File: src/rtl/itrd_pkg.sv
// Shared types, constants and helpers for the integer-to-radix-digits unit.
// No dependencies; imported by the divider, the top level and the checker.
package itrd_pkg;

  localparam logic [6:0] CH_ZERO       = 7'h30;
  localparam logic [6:0] CH_LETTER     = 7'h61;
  localparam logic [6:0] CH_MINUS      = 7'h2d;
  localparam logic [3:0] DECIMAL_LIMIT = 4'd10;
  localparam logic [4:0] RADIX_RESET   = 5'd10;
  localparam logic [4:0] RADIX_MIN     = 5'd2;
  localparam logic [4:0] RADIX_MAX     = 5'd16;

  typedef enum logic [1:0] {
    ST_IDLE,
    ST_DIVIDE,
    ST_SIGN,
    ST_DIGITS
  } itrd_state_e;

  // Commands from the sequencer to the serial divider.
  typedef struct packed {
    logic load;   // capture a new magnitude
    logic start;  // begin one division pass
  } div_ctrl_t;

  // Status from the serial divider.
  typedef struct packed {
    logic       done;   // pass finished, digit and flag valid
    logic       qnz;    // quotient of the finished pass is nonzero
    logic [3:0] digit;  // remainder of the finished pass
  } div_stat_t;

  function automatic logic [4:0] effective_radix(input logic [4:0] r);
    logic [4:0] res;
    if (r < RADIX_MIN) begin
      res = RADIX_MIN;
    end else if (r > RADIX_MAX) begin
      res = RADIX_MAX;
    end else begin
      res = r;
    end
    return res;
  endfunction

  function automatic logic [6:0] digit_char(input logic [3:0] d);
    logic [6:0] res;
    if (d < DECIMAL_LIMIT) begin
      res = CH_ZERO + {3'b000, d};
    end else begin
      res = CH_LETTER + {3'b000, d - DECIMAL_LIMIT};
    end
    return res;
  endfunction

endpackage

File: src/rtl/itrd_divider.sv
// Bit-serial restoring divider: divides a magnitude by the radix, one
// quotient bit per cycle, leaving the quotient in place. Uses itrd_pkg.
module itrd_divider #(
  parameter int W = 32
) (
  input  logic                 clk_i,
  input  logic                 rst_ni,
  input  itrd_pkg::div_ctrl_t  ctrl_i,
  input  logic [W-1:0]         mag_i,
  input  logic [4:0]           radix_i,
  output itrd_pkg::div_stat_t  stat_o
);
  import itrd_pkg::*;

  localparam int BW = $clog2(W + 1);

  logic [W-1:0]  mag_q, mag_d;
  logic [3:0]    rem_q, rem_d;
  logic          qnz_q, qnz_d;
  logic          run_q, run_d;
  logic          done_q, done_d;
  logic [BW-1:0] bcnt_q, bcnt_d;

  logic [4:0] trial;
  logic [4:0] trial_sub;
  logic       qbit;

  assign trial     = {rem_q, mag_q[W-1]};
  assign qbit      = (trial >= radix_i);
  assign trial_sub = trial - radix_i;

  always_comb begin
    mag_d  = mag_q;
    rem_d  = rem_q;
    qnz_d  = qnz_q;
    run_d  = run_q;
    done_d = 1'b0;
    bcnt_d = bcnt_q;
    if (ctrl_i.load) begin
      mag_d = mag_i;
    end
    if (ctrl_i.start) begin
      rem_d  = 4'd0;
      qnz_d  = 1'b0;
      run_d  = 1'b1;
      bcnt_d = BW'(W);
    end else if (run_q) begin
      // shift dividend out of the top, quotient bit in at the bottom
      mag_d  = {mag_q[W-2:0], qbit};
      rem_d  = qbit ? trial_sub[3:0] : trial[3:0];
      qnz_d  = qnz_q | qbit;
      bcnt_d = bcnt_q - BW'(1);
      if (bcnt_q == BW'(1)) begin
        run_d  = 1'b0;
        done_d = 1'b1;
      end
    end
  end

  always_ff @(posedge clk_i or negedge rst_ni) begin
    if (!rst_ni) begin
      run_q  <= 1'b0;
      done_q <= 1'b0;
      bcnt_q <= '0;
      qnz_q  <= 1'b0;
    end else begin
      run_q  <= run_d;
      done_q <= done_d;
      bcnt_q <= bcnt_d;
      qnz_q  <= qnz_d;
    end
  end

  always_ff @(posedge clk_i) begin
    mag_q <= mag_d;
    rem_q <= rem_d;
  end

  assign stat_o.done  = done_q;
  assign stat_o.qnz   = qnz_q;
  assign stat_o.digit = rem_q;

endmodule

File: src/rtl/itrd_digit_buf.sv
// Digit buffer: one write port, one read port with registered read data.
// Holds digits least significant first for reversed readout. No package use.
module itrd_digit_buf #(
  parameter int DEPTH = 32,
  parameter int AW    = 5
) (
  input  logic          clk_i,
  input  logic          we_i,
  input  logic [AW-1:0] waddr_i,
  input  logic [3:0]    wdata_i,
  input  logic          re_i,
  input  logic [AW-1:0] raddr_i,
  output logic [3:0]    rdata_o
);

  logic [3:0] mem_q [DEPTH];
  logic [3:0] rdata_q;

  always_ff @(posedge clk_i) begin
    if (we_i) begin
      mem_q[waddr_i] <= wdata_i;
    end
  end

  always_ff @(posedge clk_i) begin
    if (re_i) begin
      rdata_q <= mem_q[raddr_i];
    end
  end

  assign rdata_o = rdata_q;

endmodule

File: src/rtl/integer_to_radix_digits_unit.sv
// Top level: converts a signed integer to ASCII text in radix 2..16.
// Uses itrd_pkg, itrd_divider and itrd_digit_buf.
//
// Usage:
//   Input: drive value_i and raise start_i; the word is taken at a rising
//   edge with start_i high and busy_o low. busy_o stays high until the
//   last character has been shown.
//   Output: each character appears on character_o for one cycle with
//   valid_o high, most significant first; a leading '-' marks a negative
//   value and last_o flags the final character. The receiver cannot stall.
//   Config: cfg_we_i writes cfg_wdata_i into the radix register (reset 10).
//   Values below 2 act as 2, above 16 as 16. Write only while idle.
// Timing: each digit costs one serial division pass through the
//   bit-serial divider. Digits leave the buffer one per cycle through its
//   registered read port.
// Reset: asynchronous, clears the sequencer and restores radix 10.
module integer_to_radix_digits_unit #(
  parameter int VALUE_WIDTH = 32,
  parameter int MAX_DIGITS  = 32
) (
  input  logic                          clk_i,
  input  logic                          rst_ni,
  input  logic                          start_i,
  output logic                          busy_o,
  input  logic signed [VALUE_WIDTH-1:0] value_i,
  input  logic                          cfg_we_i,
  input  logic [4:0]                    cfg_wdata_i,
  output logic                          valid_o,
  output logic [6:0]                    character_o,
  output logic                          last_o
);
  import itrd_pkg::*;

  localparam int CNT_W = $clog2(MAX_DIGITS + 1);
  localparam int AW    = $clog2(MAX_DIGITS);

  itrd_state_e state_q, state_d;

  logic [4:0]       radix_q;
  logic [4:0]       radix_eff;
  logic [CNT_W-1:0] cnt_q, cnt_d;
  logic [CNT_W-1:0] cnt_m1;
  logic             neg_q, neg_d;
  logic             pend_q, pend_d;
  logic             pend_last_q, pend_last_d;
  logic             more_digits;

  logic [VALUE_WIDTH-1:0] val_u;
  logic [VALUE_WIDTH-1:0] mag;

  div_ctrl_t div_ctrl;
  div_stat_t div_stat;

  logic          buf_we;
  logic          buf_re;
  logic [AW-1:0] buf_raddr;
  logic [3:0]    buf_rdata;

  assign radix_eff = effective_radix(radix_q);
  assign val_u     = value_i;
  assign mag       = val_u[VALUE_WIDTH-1] ? (~val_u + VALUE_WIDTH'(1)) : val_u;
  assign cnt_m1    = cnt_q - CNT_W'(1);
  assign buf_raddr = cnt_m1[AW-1:0];
  // another pass only while the quotient is nonzero and the buffer has room
  assign more_digits = div_stat.qnz && (cnt_q != CNT_W'(MAX_DIGITS - 1));

  itrd_divider #(
    .W (VALUE_WIDTH)
  ) u_divider (
    .clk_i   (clk_i),
    .rst_ni  (rst_ni),
    .ctrl_i  (div_ctrl),
    .mag_i   (mag),
    .radix_i (radix_eff),
    .stat_o  (div_stat)
  );

  itrd_digit_buf #(
    .DEPTH (MAX_DIGITS),
    .AW    (AW)
  ) u_digit_buf (
    .clk_i   (clk_i),
    .we_i    (buf_we),
    .waddr_i (cnt_q[AW-1:0]),
    .wdata_i (div_stat.digit),
    .re_i    (buf_re),
    .raddr_i (buf_raddr),
    .rdata_o (buf_rdata)
  );

  // next state
  always_comb begin
    state_d = state_q;
    unique case (state_q)
      ST_IDLE: begin
        if (start_i) begin
          state_d = ST_DIVIDE;
        end
      end
      ST_DIVIDE: begin
        if (div_stat.done && !more_digits) begin
          state_d = neg_q ? ST_SIGN : ST_DIGITS;
        end
      end
      ST_SIGN: begin
        state_d = ST_DIGITS;
      end
      ST_DIGITS: begin
        if (pend_q && pend_last_q) begin
          state_d = ST_IDLE;
        end
      end
      default: begin
        state_d = ST_IDLE;
      end
    endcase
  end

  // outputs and datapath control
  always_comb begin
    div_ctrl    = '0;
    busy_o      = 1'b1;
    valid_o     = 1'b0;
    character_o = digit_char(buf_rdata);
    last_o      = 1'b0;
    cnt_d       = cnt_q;
    neg_d       = neg_q;
    pend_d      = 1'b0;
    pend_last_d = pend_last_q;
    buf_we      = 1'b0;
    buf_re      = 1'b0;
    unique case (state_q)
      ST_IDLE: begin
        busy_o = 1'b0;
        if (start_i) begin
          div_ctrl.load  = 1'b1;
          div_ctrl.start = 1'b1;
          cnt_d          = '0;
          neg_d          = val_u[VALUE_WIDTH-1];
        end
      end
      ST_DIVIDE: begin
        if (div_stat.done) begin
          buf_we = 1'b1;
          cnt_d  = cnt_q + CNT_W'(1);
          if (more_digits) begin
            div_ctrl.start = 1'b1;
          end
        end
      end
      ST_SIGN: begin
        valid_o     = 1'b1;
        character_o = CH_MINUS;
      end
      ST_DIGITS: begin
        valid_o = pend_q;
        last_o  = pend_last_q;
        // walk the buffer downward, most significant digit first
        if (cnt_q != '0) begin
          buf_re      = 1'b1;
          cnt_d       = cnt_m1;
          pend_d      = 1'b1;
          pend_last_d = (cnt_q == CNT_W'(1));
        end
      end
      default: begin
        busy_o = 1'b0;
      end
    endcase
  end

  always_ff @(posedge clk_i or negedge rst_ni) begin
    if (!rst_ni) begin
      state_q     <= ST_IDLE;
      radix_q     <= RADIX_RESET;
      cnt_q       <= '0;
      neg_q       <= 1'b0;
      pend_q      <= 1'b0;
      pend_last_q <= 1'b0;
    end else begin
      state_q     <= state_d;
      cnt_q       <= cnt_d;
      neg_q       <= neg_d;
      pend_q      <= pend_d;
      pend_last_q <= pend_last_d;
      if (cfg_we_i) begin
        radix_q <= cfg_wdata_i;
      end
    end
  end

endmodule

File: config.mk
export PLATFORM = sky130hd
export DESIGN_NAME = integer_to_radix_digits_unit
export DESIGN_NICKNAME = d
export VERILOG_FILES = /design/src/rtl/itrd_pkg.sv /design/src/rtl/itrd_divider.sv /design/src/rtl/itrd_digit_buf.sv /design/src/rtl/integer_to_radix_digits_unit.sv
export SDC_FILE = /design/constraint.sdc
export NUM_CORES = 1
export LEC_CHECK = 0
export BUFFER_PORTS_ARGS = -buffer_cell sky130_fd_sc_hd__buf_2
export CORE_UTILIZATION = 40
export DETAILED_ROUTE_END_ITERATION = 7
export PLACE_DENSITY = 0.52
export SYNTH_ARGS = -nofsm -noshare
export SYNTH_HDL_FRONTEND = slang
export SYNTH_SLANG_ARGS = --single-unit
File: constraint.sdc
create_clock -name clk_i -period 3.6 [get_ports clk_i]
set_input_delay 0.36 -clock clk_i [delete_from_list [all_inputs] [get_ports clk_i]]
set_output_delay 0.36 -clock clk_i [all_outputs]
set_load 0.03 [all_outputs]
== Word level (Yosys, flattened, before mapping) ==
Memories as Yosys holds them, arrays and structs flattened. A register that Yosys moved wholly into a read port is not among the register bits.
Cells that the tools add are included.

* Add/sub/neg operators: 8
* Magnitude comparators: 4
* Equal/unequal tests: 11
* Multiplexer cells: 42
* Bitwise operators: 2
* Reduce and logical (&&, ||, !) cells: 12

{| class="wikitable"
|+ Operators by type and width
! kind !! count
|-
| $mux 32 || 4
|-
| $add 32x1->32 const B || 1
|-
| $not 32->32 || 1
|-
| $mux 6 || 5
|-
| $mux 1 || 20
|-
| $pmux 6 s3 || 1
|-
| $mux 7 || 2
|-
| $eq 6x1->1 const B || 2
|-
| $sub 6x1->6 const B || 2
|-
| $mux 5 || 2
|-
| $mux 2 || 4
|-
| $ne 2x2->1 const B || 4
|-
| $pmux 2 s4 || 1
|-
| $add 6x4->7 const A || 1
|-
| $add 6x5->7 const A || 1
|-
| $add 6x1->6 const B || 1
|-
| $ne 6x5->1 const B || 1
|-
| $reduce_bool 6->1 || 1
|-
| $ge 5x5->1 || 1
|-
| $gt 5x5->1 const B || 1
|-
| $lt 5x2->1 const B || 1
|-
| $eq 2x2->1 const B || 2
|-
| $lt 4x4->1 const B || 1
|-
| $mux 4 || 1
|-
| other kinds (14) || 18
|}

* Flip-flop bits (word level): 61
* RAM bits: 128
* Input bits: 41
* Output and inout bits: 10
* Word-level logic and storage cells: 92
* Memories kept: 1

{| class="wikitable"
|+ Memory list
! memory !! words !! width !! read ports !! clocked after Yosys merged registers in !! wr ports !! line !! RTL
|-
| u_digit_buf.mem_q || 32 || 4 || 1 || 1 || 1 || itrd_digit_buf.sv:16 || <nowiki>logic [3:0] mem_q [DEPTH];</nowiki>
|}

== Depth between registers and ports, before layout ==
Gate-level depths: netlist of run 1.

* Depth in word-level cells: 7
* Gate-level depth with buffers: 10

== Hierarchy ==
From an unflattened synthesis of run 1, not the netlist that was laid out.

* Cells, all modules: 676
* Area total of the unflattened synthesis: 9121.2 um^2

{| class="wikitable"
|+ By module, submodules not included
! module !! instances !! cells each !! area each (um^2) !! sequential area each (um^2)
|-
| itrd_digit_buf || 1 || 231 || 5178.7 || 3963.8
|-
| itrd_divider || 1 || 221 || 2070.7 || 945.9
|-
| integer_to_radix_digits_unit || 1 || 224 || 1871.8 || 402.9
|}

== Worst setup path after synthesis of run 1 ==
No wires, ideal clock.

* Path type: reg2reg
* Start: register cnt_q[0]
* End: register u_digit_buf.rdata_q[0] (netlist: u_digit_buf.rdata_o[0]) (read register of u_digit_buf.mem_q) (data pin)
* Library setup time: 256 ps
* Data arrival time: 2623 ps
* Data required time: 3344 ps
* Setup slack: 721 ps
* Cell stages (with the launch flop): 11
* Buffers on the path: 4
* Clock period less this slack: 2879 ps
* Cell sequence: dfrtp_1 > buf_4 > buf_2 > inv_1 > ha_1 > clkbuf_1 > clkbuf_1 > mux4_2 > mux2_1 > o22ai_1 > nor2_1

* Cells in the longest elaborated chain, start to end: 3
* Elaborated cells on any way between the ends: 4

{| class="wikitable"
|+ Ends and longest elaborated chain
! element !! line !! RTL
|-
| start, declared || integer_to_radix_digits_unit.sv:41 || <nowiki>logic [CNT_W-1:0] cnt_q, cnt_d;</nowiki>
|-
| start signal, assigned || integer_to_radix_digits_unit.sv:182 || <nowiki>cnt_q <= cnt_d;</nowiki>
|-
| parallel branches: the longest is 3 deep, another holds $sub 6x1->6 || -- ||
|-
| end, declared || itrd_digit_buf.sv:17 || <nowiki>logic [3:0] rdata_q;</nowiki>
|}

Parallel ways; which one is timed is not known.
A chain may end at the register's enable or synchronous reset.

== Final worst setup path of run 1 ==
* Start: register state_q[1]
* End: register cnt_q[3]

* Cells in the longest elaborated chain, start to end: 3
* Elaborated cells on any way between the ends: 9

{| class="wikitable"
|+ Ends and longest elaborated chain
! element !! line !! RTL
|-
| start, declared || integer_to_radix_digits_unit.sv:37 || <nowiki>itrd_state_e state_q, state_d;</nowiki>
|-
| start signal, assigned || integer_to_radix_digits_unit.sv:181 || <nowiki>state_q <= state_d;</nowiki>
|-
| $eq 2x1->1, or another cell as far along || integer_to_radix_digits_unit.sv:132 || <nowiki>unique case (state_q)</nowiki>
|-
| $ne 2x1->1 (no source line), or another cell as far along || -- ||
|-
| $reduce_and 4->1 (no source line) || -- ||
|}

Parallel ways exist; a longest one is shown, timed or not.

==> results.toml, run 1 <==
[synth]
yosysWarnings = 0
synth_top_cell_by_area = "edfxtp_1"
yosysTopAreaCellShare_pct = 42.4
synth_area_leaders = "edfxtp_1, dfxtp_1, mux4_2, dfrtp_1, mux2_2"
yosysSeqAreaShare_pct = 56.8
avgSynthCellArea_um2 = 12.9
syn_inst = 725
ys_async_sr_fraction_pct = 13.0
synth_top_flop_cell = "edfxtp_1"
syn_area_um2 = 9350
ys_types = 75
ys_seq_elements = 193
synth_edf_count = 132
syn_nets = 786

[placed_design]
io_buffers = 49
post-dp-hpwl_um = 14800
gp_congestion = 0.822

[worst_setup_path]
critical_path_class = "flip-flop to flip-flop"
arrival_ns = 2.86
required_ns = 3.92
end_kind = "flip-flop"
crit_path_max_fanout = 11
cp-start-kind = "flip-flop"
r2r_slack_ns = 1.06

[detailed_routing]
ant_nets = 0
drt_pre_antenna_iters = 5
vias = 5975
drc = 0
wl_um = 21000
wl_per_cell_um = 19.1
vias_per_cell = 5.43
drt_iter0_markers = 479

[cts]
cts-root-buf = "clkbuf_16"
insertion_delay_ns = 0.43
clockBufferDepth = 2
cts_sinks = 193
cts_buffers = 17
cts_max_level = 4
path_clk_slew_ns = 0.08
cts_resized = 0
cts_tree = "yes"
cts_setup_buffers = 0

[power]
intPower_w = 0.00418
pwr-share-seq_pct = 51.0
powerDensity_nw_per_um2 = 551
peakVddDrop_mv = 0.241
leakagePower_nw = 3.78
p_sw_w = 0.00162
switching_share_pct = 27.9
clockPowerShare_pct = 32.8
power.combinational.fraction_pct = 16.2

[floorplan]
fp.coreArea_um2 = 22800
rows = 55
start_util_pct = 41.0
die_area_um2 = 24000
die_w_um = 155
die_h_um = 155
ios = 51

[sta]
period_share_pct = 70.6
worst_pin_slew_ns = 0.875
period_minus_slack_ns = 2.54
tns_ns = 0
fmax_mhz = 394
maxSlewViolCount = 0
hold_violations = 0
rsz0062_at_grt = "no"
finalSetupViolations = 0
skew_ns = 0.0133
slew_headroom_pct = 41.4

[grt]
grt_pass1_wl_um = 33600
gr-usage-met2_pct = 28.9
met3_usage_pct = 3.87
busiest_layer = "met2"
grt_pass1_vias = 6019
grtUsageTotal_pct = 18.5
grt_remaining_overflow = 0
grt_util_met1_pct = 25.5
grt_antenna_before_repair = 0
grt_max_degree = 36

[layout]
drive_gt1_share_pct = 23.4
final_common_cell = "edfxtp_1"
syn_to_final_growth_pct = 12.6
fin_nets = 836
most-common-layout-cells = "edfxtp_1, nor2_1, nand2_1"
antenna_cells = 0
post-route-util_pct = 46.2

[flow_run]
cap_violations = 0

[min_path]
min_path_type = "input pin to flip-flop"

[status]
status = "completed"
## power groups by stage
stage / logic (W) / registers [W] / clock network, W
after floorplan: 0.000528 / 0.00306 / 0
after detailed placement: 0.000966 / 0.00300 / 0
after global placement: 0.000919 / 0.00299 / 0
final: 0.000941 / 0.00295 / 0.00190
after global routing: 0.00108 / 0.00298 / 0.00204
after CTS: 0.000964 / 0.00295 / 0.00195
## final timing paths
kind,start,to,depth (start not counted)
setup reg to reg,state_q[1]$_DFFE_PN0P_,cnt_q[3]$_DFFE_PN0P_,7
max in group asynchronous,rst_ni,cnt_q[0]$_DFFE_PN0P_,2
hold reg to reg,u_divider.mag_q[0]$_DFF_P_,u_divider.mag_q[1]$_DFF_P_,2
setup / recovery,state_q[1]$_DFFE_PN0P_,cnt_q[3]$_DFFE_PN0P_,7
hold / removal,cfg_wdata_i[4],radix_q[4]$_DFFE_PN0P_,3
min in group asynchronous,rst_ni,u_divider.bcnt_q[5]$_DFFE_PN0P_,2
## cells by family after synthesis
family,Yosys count,synth area share [%]
AOI/OAI and AO/OA,133,9.41
buffers and inverters,57,2.78
other,1,0.0401
and+or+nand+nor,207,11.6
xor gates and xnor gates,29,2.72
muxes,85,13.9
DFF,193,56.8
adders and majority gates,20,2.76
## registers in the layout (all words and copies together), names as in the netlist, 2 cells and up
register,count
u_digit_buf.mem_q,128
state_q,2
u_digit_buf.rdata_o,4
u_divider.rem_q,4
radix_q,5
cnt_q,6
u_divider.bcnt_q,6
u_divider.mag_q,32
## cell type report
cell class / instances / area [µm²]
fillers: 2038 / 12300
flip-flops and latches: 193 / 5310
multi-input cells: 475 / 3780
clock buffers: 17 / 425
well taps: 313 / 392
repair buffers: 63 / 353
clock inverters: 15 / 171
inverters: 25 / 93.8
## synthesized netlist by cell type, types with 5 or more instances
cell type / number
xnor2_1: 6
o22ai_1: 12
edfxtp_1: 132
nor2_1: 74
nand2b_1: 5
nand3_1: 8
nor3_1: 9
mux2i_1: 16
o41ai_1: 5
inv_1: 25
a21o_1: 5
o21ai_1: 10
ha_1: 19
nand2_1: 59
mux2_1: 6
mux2_2: 31
dfrtp_1: 23
a22oi_1: 7
mux4_2: 32
o31ai_1: 10
a21oi_1: 22
clkbuf_1: 17
o211ai_1: 5
dfxtp_1: 36
nor2b_1: 9
xor2_1: 23
o21ai_0: 26
buf_2: 6
and2_1: 5
## per-stage QoR
stage | power, W | instance area (µm²) | setup WS (ns) | hold WS [ns] | cells
2_1_floorplan | 0.00359 | 9350 | 0.721 | 0.0644 | 725
3_3_place_gp | 0.00391 | 9920 | 1.12 | 0.399 | 1068
3_5_place_dp | 0.00396 | 9920 | 1.09 | 0.407 | 1068
4_1_cts | 0.00586 | 10500 | 1.09 | 0.127 | 1101
5_1_grt | 0.00610 | 10500 | 0.888 | 0.146 | 1101
6_report | 0.00580 | 10500 | 1.06 | 0.150 | 1101
## critical path: stages, from the launching register on
cell,delay [ns]
dfrtp_1,0.44
inv_1,0.10
ha_1,0.25
and2_1,0.25
o22ai_1,0.17
a31oi_1,0.68
o21ai_0,0.24
a22o_1,0.30
## what timing repair did
| item | 4_1_cts | 5_1_grt |
|---|---|---|
| endpoints found under the hold margin | 23 | 0 |
| endpoints found under the setup margin | 0 | 0 |
| hold buffers | 1 | 0 |
## routing by layer
| layer | share of wire [%] | up-vias |
|---|---|---|
| li1 | - | 2835 |
| met1 | 46 | 2971 |
| met2 | 47 | 142 |
| met3 | 4.8 | 27 |
| met4 | 1.7 | 0 |
| met5 | 0 | - |
(Power assumes the default switching activity.)
==> run 2, diff against run 1 <==
Clock period 3.6 ns to 2.6 ns, I/O delays scaled along.
==> run 2 against run 1 <==
  * Sequential cell count unchanged
  * Routed wire length up 1.9%
  * Final area up 1.1%
  * Critical path depth down 1
  * Non-clock buffer count up 13
  * Total power up 41%
  * Via count up 1.0%
  * Sequential share of layout area down 0.57 points
  * Utilization up 0.53 points
  * Final cell count up 1.2%
  * First-iteration DRC count down 0.42%
  * Setup slack worse by 0.84 ns
  * Critical endpoint is now u_digit_buf.rdata_o[2]$_DFFE_PP_
  * Largest cell class unchanged
==> results.toml, run 2 (synthesis gave the netlist of run 1 again) <==
[grt]
grt_antenna_before_repair = 1
gr-usage-met2_pct = 29.8
grt_util_met1_pct = 26.7
grtUsageTotal_pct = 18.9
busiest_layer = "met2"
grt_pass1_wl_um = 34200
met3_usage_pct = 3.76
grt_pass1_vias = 6070
grt_max_degree = 36
grt_remaining_overflow = 0

[cts]
path_clk_slew_ns = 0.07
cts_setup_buffers = 0
cts_buffers = 17
cts_sinks = 193
clockBufferDepth = 2
cts_max_level = 4
cts_tree = "yes"
cts-root-buf = "clkbuf_16"
insertion_delay_ns = 0.43

[detailed_routing]
ant_nets = 0
wl_per_cell_um = 19.2
wl_um = 21400
drc = 0
vias = 6035
vias_per_cell = 5.42
drt_iter0_markers = 477
drt_pre_antenna_iters = 7

[worst_setup_path]
cp-start-kind = "flip-flop"
arrival_ns = 2.56
critical_path_class = "flip-flop to flip-flop"
required_ns = 2.78
end_kind = "flip-flop"
crit_path_max_fanout = 16

[power]
peakVddDrop_mv = 0.422
powerDensity_nw_per_um2 = 766
leakagePower_nw = 3.85

[placed_design]
gp_congestion = 0.801
post-dp-hpwl_um = 15200
post-place-ws_ns = 0.232
io_buffers = 49

[layout]
syn_to_final_growth_pct = 13.9
final_common_cell = "edfxtp_1"
most-common-layout-cells = "edfxtp_1, nor2_1, nand2_1"
fin_nets = 849
antenna_cells = 0
largest_register_ffs = 128
nFillCells = 2063
top_regs = "u_digit_buf.mem_q x128, u_divider.mag_q x32"
top_register = "u_digit_buf.mem_q"
drive_gt1_share_pct = 24.6
register_area_um2 = 5310
multiInputGateArea_um2 = 3780
post-route-util_pct = 46.7

[floorplan]
ios = 51
die_w_um = 155
rows = 55
fp.coreArea_um2 = 22800
start_util_pct = 41.0
die_area_um2 = 24000
die_h_um = 155

[sta]
rsz0062_at_grt = "no"
period_share_pct = 91.5
maxSlewViolCount = 0
tns_ns = 0
skew_ns = 0.0110
hold_violations = 0
timing.final.ws_setup_ns = 0.221
period_minus_slack_ns = 2.38
fmax_mhz = 420
finalSetupViolations = 0
slew_headroom_pct = 34.0
worst_pin_slew_ns = 0.987

[status]
status = "completed"

[min_path]
min_path_type = "input pin to flip-flop"

[flow_run]
cap_violations = 0
run 2: through the flow:
step           hold WS, ns  area [µm²]  power, W  std cells
4_1_cts             0.0201       10600   0.00823       1114
3_5_place_dp         0.311       10000   0.00550       1081
5_1_grt             0.0424       10600   0.00855       1114
3_3_place_gp         0.303       10000   0.00545       1081
6_report            0.0387       10600   0.00815       1114
2_1_floorplan      -0.0356        9370   0.00497        725
run 2: worst paths after layout:
kind,start,end,slack (ns),cells past startpoint
min reg2reg,u_divider.mag_q[1]$_DFF_P_,u_divider.mag_q[2]$_DFF_P_,0.46,2
min,cfg_wdata_i[4],radix_q[4]$_DFFE_PN0P_,0.04,3
max,cnt_q[0]$_DFFE_PN0P_,u_digit_buf.rdata_o[2]$_DFFE_PP_,0.22,6
min in group asynchronous,rst_ni,u_divider.bcnt_q[2]$_DFFE_PN0P_,0.37,2
max in group asynchronous,rst_ni,cnt_q[0]$_DFFE_PN0P_,1.79,2
max reg2reg,cnt_q[0]$_DFFE_PN0P_,u_digit_buf.rdata_o[2]$_DFFE_PP_,0.22,6
run 2: per-layer routing:
layer | routed length, µm | part of all wire (%)
met5 | 0 | 0
met4 | 305 | 1.4
met3 | 922 | 4.3
met2 | 10100 | 47
met1 | 10100 | 47
run 2: what timing repair did:
action                                 in CTS  in global routing
endpoints found under the hold margin      23                  0
resized for setup                           0                  0
hold buffers                                1                  0
run 2: final cells by class:
cell class / count / share of cell area [%]
Inverter: 25 / 0.881
Clock buffer: 17 / 4.00
Clock inverter: 15 / 1.82
Sequential cell: 193 / 49.9
Timing Repair Buffer: 76 / 4.23
Multi-Input combinational cell: 475 / 35.5
Tap cell: 313 / 3.68
run 2: worst max-delay path: stages (launching register included):
cell     delay (ns)
dfrtp_2        0.46
buf_4          0.22
or4_4          0.55
nand2_4        0.24
mux2_2         0.40
o22ai_1        0.19
nor2_1         0.07
run 2: power by group:
group / switching [W] / total [W] / leakage (nW) / internal (W)
logic: 0.000812 / 0.00132 / 1.78 / 0.000513
clock network: 0.00120 / 0.00274 / 0.289 / 0.00154
registers: 0.000185 / 0.00409 / 1.78 / 0.00390
